[src/rtl/frt_pkg.sv]
// ----------------------------------------------------------------------------
// Frame quarter-turn rotator package
// Types and constants shared by the rotator modules.
// ----------------------------------------------------------------------------
package frt_pkg;

  localparam int DIM_BITS     = 7;
  localparam int PIX_OUT_BITS = 32;
  localparam int CFG_IDX_BITS = 2;
  localparam int CFG_DATA_BITS = 7;

  // Bit positions inside the master-side tuser.
  localparam int USER_ROW_END = 0;
  localparam int USER_READY   = 1;

  typedef enum logic [CFG_IDX_BITS-1:0] {
    REG_FRAME_WIDTH   = 2'd0,
    REG_FRAME_HEIGHT  = 2'd1,
    REG_QUARTER_TURNS = 2'd2,
    REG_TURN_LEFT     = 2'd3
  } cfg_reg_t;

  typedef enum logic {
    ACT_LOAD = 1'b0,
    ACT_READ = 1'b1
  } action_t;

  typedef struct packed {
    logic [DIM_BITS-1:0] frame_width;
    logic [DIM_BITS-1:0] frame_height;
    logic [1:0]          quarter_turns;
    logic                turn_left;
  } frt_cfg_t;

  typedef struct packed {
    logic load;
    logic read;
    logic restart;
  } frt_cmd_t;

  typedef struct packed {
    logic                ready;
    logic                row_end;
    logic                frame_end;
    logic [DIM_BITS-1:0] out_width;
    logic [DIM_BITS-1:0] out_height;
  } frt_meta_t;

endpackage

[src/rtl/frt_addr.sv]
// ----------------------------------------------------------------------------
// Frame rotator address generator
// Keeps the load count and the output raster position, and maps each
// output position to the source pixel address for the current rotation.
// ----------------------------------------------------------------------------
module frt_addr #(
  parameter int MAX_WIDTH  = 64,
  parameter int MAX_HEIGHT = 64,
  parameter int AW         = 12,
  parameter int LW         = 13
) (
  input  logic                 clk,
  input  logic                 rst,
  input  frt_pkg::frt_cfg_t    cfg,
  input  frt_pkg::frt_cmd_t    cmd,
  output logic                 wr_en,
  output logic [AW-1:0]        wr_addr,
  output logic                 rd_en,
  output logic [AW-1:0]        rd_addr,
  output frt_pkg::frt_meta_t   meta
);
  import frt_pkg::*;

  localparam int PW   = 2 * DIM_BITS;
  localparam int CW   = (LW > PW) ? LW : PW;
  localparam int DMAX = (1 << DIM_BITS) - 1;
  localparam int WMAX = (MAX_WIDTH < DMAX) ? MAX_WIDTH : DMAX;
  localparam int HMAX = (MAX_HEIGHT < DMAX) ? MAX_HEIGHT : DMAX;

  logic [LW-1:0]       load_count;
  logic [DIM_BITS-1:0] read_row;
  logic [DIM_BITS-1:0] read_col;

  logic [DIM_BITS-1:0] w, h, ow, oh, r, c, src_row, src_col;
  logic [1:0]          turns;
  logic [PW-1:0]       total, idx;
  logic                full, row_end, frame_end;

  always_comb begin
    if (cfg.frame_width == '0) begin
      w = DIM_BITS'(1);
    end else if (cfg.frame_width > DIM_BITS'(WMAX)) begin
      w = DIM_BITS'(WMAX);
    end else begin
      w = cfg.frame_width;
    end
    if (cfg.frame_height == '0) begin
      h = DIM_BITS'(1);
    end else if (cfg.frame_height > DIM_BITS'(HMAX)) begin
      h = DIM_BITS'(HMAX);
    end else begin
      h = cfg.frame_height;
    end
  end

  // A left turn of q is the right turn of -q modulo four.
  assign turns = cfg.turn_left ? 2'(~cfg.quarter_turns + 2'd1) : cfg.quarter_turns;
  assign ow    = turns[0] ? h : w;
  assign oh    = turns[0] ? w : h;
  assign total = PW'(w) * PW'(h);
  assign full  = CW'(load_count) >= CW'(total);

  assign r = (read_row < oh) ? read_row : oh - DIM_BITS'(1);
  assign c = (read_col < ow) ? read_col : ow - DIM_BITS'(1);

  always_comb begin
    unique case (turns)
      2'd0: begin
        src_row = r;
        src_col = c;
      end
      2'd1: begin
        src_row = h - DIM_BITS'(1) - c;
        src_col = r;
      end
      2'd2: begin
        src_row = h - DIM_BITS'(1) - r;
        src_col = w - DIM_BITS'(1) - c;
      end
      default: begin
        src_row = c;
        src_col = w - DIM_BITS'(1) - r;
      end
    endcase
  end

  assign idx       = PW'(src_row) * PW'(w) + PW'(src_col);
  assign row_end   = (c == ow - DIM_BITS'(1));
  assign frame_end = row_end && (r == oh - DIM_BITS'(1));

  assign wr_en   = cmd.load && !full;
  assign wr_addr = AW'(load_count);
  assign rd_en   = cmd.read && full;
  assign rd_addr = AW'(idx);

  assign meta.ready      = full;
  assign meta.row_end    = full && row_end;
  assign meta.frame_end  = full && frame_end;
  assign meta.out_width  = ow;
  assign meta.out_height = oh;

  always_ff @(posedge clk) begin
    if (rst || cmd.restart) begin
      load_count <= '0;
      read_row   <= '0;
      read_col   <= '0;
    end else if (wr_en) begin
      load_count <= load_count + LW'(1);
    end else if (rd_en) begin
      if (frame_end) begin
        load_count <= '0;
        read_row   <= '0;
        read_col   <= '0;
      end else if (row_end) begin
        read_row <= r + DIM_BITS'(1);
        read_col <= '0;
      end else begin
        read_row <= r;
        read_col <= c + DIM_BITS'(1);
      end
    end
  end

  a_count_bound: assert property (@(posedge clk) disable iff (rst)
    CW'(load_count) <= CW'(total))
    else $error("load count ran past the frame size");

  a_pos_bound: assert property (@(posedge clk) disable iff (rst)
    full |-> (read_row < oh) && (read_col < ow))
    else $error("read position left the rotated frame");

  a_frame_wrap: assert property (@(posedge clk) disable iff (rst)
    rd_en && frame_end && !cmd.restart |=> load_count == '0 && read_row == '0)
    else $error("frame end did not restart the frame");

endmodule

[config.mk]
export PLATFORM = sky130hd
export DESIGN_NAME = frt_addr
export DESIGN_NICKNAME = d
export VERILOG_FILES = /design/src/rtl/frt_pkg.sv /design/src/rtl/frt_addr.sv
export SDC_FILE = /design/constraint.sdc
export NUM_CORES = 1
export LEC_CHECK = 0
export ABC_AREA = 1
export BUFFER_PORTS_ARGS = -buffer_cell sky130_fd_sc_hd__buf_2
export CAP_MARGIN = 10
export CORE_MARGIN = 4
export CORE_UTILIZATION = 60
export DETAILED_ROUTE_END_ITERATION = 8
export MAX_ROUTING_LAYER = met4
export PLACE_DENSITY = 0.91
export SLEW_MARGIN = 20
export SYNTH_ARGS = -nofsm -noshare
export SYNTH_HDL_FRONTEND = slang
export SYNTH_SLANG_ARGS = --single-unit
[constraint.sdc]
create_clock -name clk -period 22.2 [get_ports clk]
set_clock_uncertainty 0.1 [all_clocks]
set_input_delay 2.22 -clock clk [delete_from_list [all_inputs] [get_ports clk]]
set_output_delay 2.22 -clock clk [all_outputs]
set_load 0.02 [all_outputs]
After elaboration in Yosys (flattened, before gate mapping)
Index checks and enable logic that the tools add are counted.
{"block": "totals", "out_inout_bits": 43, "word_cells": 61, "inputBits": 22, "register_bits": 27}
{"block": "op_classes", "bitwise": 2, "n_lt_le_gt_ge": 5, "mul": 2, "n_eq_ne": 4, "n_addsub": 13, "reduce_logical": 14, "mux": 18}
{"op": "$mux W7", "count": 12}
{"op": "$pmux W7 S3", "count": 2}
{"op": "$mux W13", "count": 3}
{"op": "$sub A7 B1 Y7 const B", "count": 4}
{"op": "$sub A7 B7 Y7", "count": 4}
{"op": "$add A7 B1 Y7 const B", "count": 2}
{"op": "$eq A7 B7 Y1", "count": 2}
{"op": "$ge A13 B14 Y1", "count": 1}
{"op": "$gt A7 B7 Y1 const B", "count": 2}
{"op": "$logic_not A7 Y1", "count": 2}
{"op": "$lt A7 B7 Y1", "count": 2}
{"op": "$mul A7 B7 Y14", "count": 1}
{"op": "$add A13 B1 Y13 const B", "count": 1}
{"op": "$add A12 B7 Y12", "count": 1}
{"op": "$mul A7 B7 Y12", "count": 1}
{"op": "$logic_and A1 B1 Y1", "count": 5}
{"op": "$reduce_and A2 Y1", "count": 2}
{"op": "$reduce_bool A2 Y1", "count": 2}
{"op": "$add A2 B1 Y2 const B", "count": 1}
{"op": "$eq A2 B1 Y1 const B", "count": 1}
{"op": "$eq A2 B2 Y1 const B", "count": 1}
{"op": "$logic_not A2 Y1", "count": 1}
{"op": "$mux W2", "count": 1}
{"op": "$not A2 Y2", "count": 1}
{"op": "3 further kinds", "count": 3}

Longest topological paths before layout
{"block": "depth", "depth_word": 11, "mapped_depth": 52, "ltp_nobuf": 51}

Worst setup path before layout
OpenSTA, ideal clock, no wires.
{"block": "synth_timing", "path_kind": "input-to-output", "start": "input cfg[1] (netlist bit)", "end": "output rd_addr[11]", "arrival_ns": 9.486, "required_time_ns": 19.880, "slack_ns": 10.394, "stages": 43, "n_path_buf": 3, "path_cell_list": "buf_6 inv_2 buf_4 nor2_1 nor2_1 inv_1 ha_1 nand2_1 inv_1 nor3_4 nand2_2 buf_6 o21ai_2 nand2_1 o21ai_0 ha_1 inv_1 fa_1 [7 not listed] fa_1 inv_1 fa_1 inv_1 fa_1 inv_1 ha_1 inv_1 o21bai_1 nand2_1 nand2_1 a21oi_1 nor2_1 nor2_1 o21bai_1 xor2_1 nand3_1 nand2_1"}
{"item": "start: declaration", "line": "frt_addr.sv:14", "source": "input frt_pkg::frt_cfg_t cfg,"}
{"item": "end: declaration", "line": "frt_addr.sv:19", "source": "output logic [AW-1:0] rd_addr,"}

Final worst setup path
{"block": "layout_timing", "start": "input cfg[9] (netlist bit)", "end": "output rd_addr[11]"}
{"block": "layout_via", "elab_chain_cells": 10, "elab_cells_between_ends": 21, "classes_between": "add/sub: 8; mul: 1; order compare: 3; mux: 8; reduce/logical: 1"}
{"item": "$gt A7 B7 Y1", "line": "frt_addr.sv:49", "source": "end else if (cfg.frame_height > DIM_BITS'(HMAX)) begin"}
{"item": "$mux W7", "line": "frt_addr.sv:49"}
{"item": "$mux W7 (*)", "line": "frt_addr.sv:47", "source": "if (cfg.frame_height == '0) begin"}
{"item": "$mux W7 (on tied branches)", "line": "frt_addr.sv:59, frt_addr.sv:58"}
{"item": "$sub A7 B1 Y7, or another cell as far along", "line": "frt_addr.sv:63", "source": "assign r = (read_row < oh) ? read_row : oh - DIM_BITS'(1);"}
{"item": "$mux W7 (on tied branches)", "line": "frt_addr.sv:63, frt_addr.sv:64"}
{"item": "$sub A7 B7 Y7 (on tied branches)", "line": "frt_addr.sv:77, frt_addr.sv:73"}
{"item": "$pmux W7 S3", "line": "frt_addr.sv:67", "source": "unique case (turns)"}
{"item": "$mul A7 B7 Y12", "line": "frt_addr.sv:87", "source": "assign idx = PW'(src_row) * PW'(w) + PW'(src_col);"}
{"item": "$add A12 B7 Y12 (*)", "line": "frt_addr.sv:87"}
Mark *: on every way between the ends. The rest lies on a longest branch, timed or not.

==> reports/results.txt <==
outcome: finished, final reports clean
fin crit share: 59.03%
Top cell by count, worst path: nand2_1
synth unique cells: 48
PortBufs: 64
top post-synthesis cells by area: ha_1, fa_1, nand2_1
Nets: 1401
Hold Buf Count CTS: 0
DR iter-0 viols: 641
grt total ovfl: 0
Clock Sinks: 27
placed cell count: 1386
Routed Antenna Nets: 0
Max FO, Critical Path: 15
post-synthesis sequential area ratio: 7.032%
DP HPWL: 17.36 mm
CTS tree: done
Power Internal: 170.9 uW
simple-gate share of the synthesized area: 30.39%
Clock Tree Buf Depth: 2
final hold viol count: 0
Synth Cell Area: 0.007686 mm^2
Clock Power Share: 12.0%
gpl congestion: 1.008
Final setup violation count: 0
non-filler instance count after layout: 1390
Post-route DRC: 0
final wirelength: 20.60 mm
diode count: 0
Synth Area in Compound Gates: 11.54%
CP max-delay cell: fa_1
Wirelength per Cell: 14.82 um
Avg Synthesized Cell Area: 6.481 um^2
gr usage total: 29.27%
Yosys reg bits: 27
setup TNS: 0 ps
H-tree Lvls: 1
CP peak stage delay: 550 ps
area occupied by multi-input gates: 0.006031 mm^2
Syn Inst Count: 1186
global-route wire length before repair: 34.39 mm
Adder-Cell Fraction of Synth Area: 31.52%
fmax: 76.31 MHz
Final Critical Period: 13110 ps
vias in the first global route: 7430
Cell Area, Placed: 0.007986 mm^2
Startpoint Class: input port
CP Capture Type: output port
PostCTS Resize Cnt: 0
Psw: 198.1 uW
Syn. warnings: 0
power per cell area: 45.73 mW/mm^2
Maximum Capacitance Violations: 0
CP bufs+invs: 11
min-delay worst type: flop to flop
leakage power: 0.004353 uW
Num CTS Buffers: 3
Post-synth ARST share: 0%
share of cells above drive strength 1: 10.51%
pin count of the biggest net entering global routing: 27
DIE AREA: 0.01468 mm^2
Max transition margin: 49.18%
Worst EP arrival: 10790 ps
delay-heaviest family, CP: adder cells
Post-synth EDFFs: 0
Core Box Area: 0.01257 mm^2
WP data required: 19880 ps
Die X: 121.2 um
Design Area, Final: 0.008070 mm^2
Chip Height: 121.2 um
initial core utilization: 61.15%
number of core rows: 41
RSZ-0062 raised after global routing: false
# IOs: 65
Main synth FF type: dfxtp_1
area share of the largest cell type after synthesis: 16.93%
Root Driver: clkbuf_16
FF/Latch Area: 540.5 um^2
area leader, netlist: ha_1
count leader, synth: nand2_1
routed vias: 7701
Comb pwr share: 74.7%
worst slew pin tran: 757.5 ps
area grow syn2layout: 4.998%
Synthesized Nets: 1368
largest family of logic cells by synthesized area: adder cells
clock latency on the worst-skew pair: 270 ps
sequential power share: 13.3%
initial antenna violation count: 0
Fill cells: 1145
Sw Share: 53.69%
post-CTS setup buffers: 0
multiplexer area fraction after synthesis: 0%
Worst Setup Path Type: input port to output port
Synth Area in XOR/XNOR: 5.014%
worst vdd ir: 42.84 uV
drt first pass iters: 6
routed vias/inst: 5.540
Worst-path clk slew: 80 ps
max-slew violations: 0
synth cell count leaders: nand2_1, inv_1, nor2_1
## tightest hold or removal path, delay by kind of cell (launching register included)
family / cells / cell delay (ps)
compound gates: 1 / 50
flops: 1 / 340
simple gates: 1 / 70
## placed cells by master (no fill, tap or decap), types with 3 or more instances in the layout
cell,instances
nand2_1,262
inv_1,214
nor2_1,123
ha_1,104
nand3_1,88
buf_2,64
a21oi_1,58
fa_1,56
o21ai_0,46
xor2_1,29
dfxtp_1,27
nand4_1,24
inv_2,15
xnor2_1,15
nand2_2,11
o21ai_1,10
o21ai_2,8
nor3_1,7
o21ai_4,6
or2_2,5
and2_1,4
o21bai_1,4
or2_1,3
nor2_2,3
clkbuf_16,3
## metrics by stage
step | power (uW) | setup slack (ps) | hold slack, ps | util [%]
after floorplan | 258.5 | 10390 | 358.4 | -
after global placement | 316.6 | 9472 | 375.3 | 63.54
after detailed placement | 324.5 | 9196 | 375.2 | 63.54
after CTS | 370.0 | 9186 | 390.3 | 64.21
after global routing | 410.0 | 8353 | 432.0 | 64.21
final | 369.0 | 9095 | 400.3 | 64.21
## worst paths after layout
path                                            endpoint                     start  slack [ps]  cells past startpoint
worst min-delay path            read_row[4]$_SDFFE_PP0P_  read_row[4]$_SDFFE_PP0P_         400                      2
worst max register to register  read_row[4]$_SDFFE_PP0P_  read_row[6]$_SDFFE_PP0P_       19000                     13
worst min register to register  read_row[4]$_SDFFE_PP0P_  read_row[4]$_SDFFE_PP0P_         400                      2
worst max-delay path                         rd_addr[11]                    cfg[9]        9090                     45
## area by class of cell
type                       count  area share (%)
inverter                     231           10.81
tap                          172           2.667
sequential                    27           6.698
timing repair buffer          65           4.062
clock inverter                 1          0.1085
clock buffer                   3          0.9302
multi-input combinational    891           74.73
## kinds of logic (layout without fill, tap and decap cells)
kind of cell,count (synthesis),in the layout
and+or+nand+nor,540,540
buffers and inverters,268,300
adders and majority gates,160,160
AOI/OAI and AO/OA,147,147
xor gates and xnor gates,44,44
DFF,27,27
## per-layer routing
metal | track usage (%) | wire [um] | up-vias
li1 | - | - | 3807
met1 | 35.85 | 8265 | 3524
met2 | 50.02 | 9985 | 313
met3 | 4.103 | 1629 | 57
met4 | 9.524 | 718 | 0
met5 | - | 0 | -
## power by group through the flow
stage               Combinational [uW]  Clock, uW  Sequential (uW)
floorplan                          209          0             50.0
global placement                   267          0             50.1
detailed placement                 274          0             50.1
CTS                                276       44.9             48.9
global route                       313       47.8             48.9
finish                             276       44.4             48.9
## sequential cells by signal (all words and copies together) (netlist names)
signal / count
read_col: 7
load_count: 13
read_row: 7
Note: power is estimated with default switching activity, not from simulation.
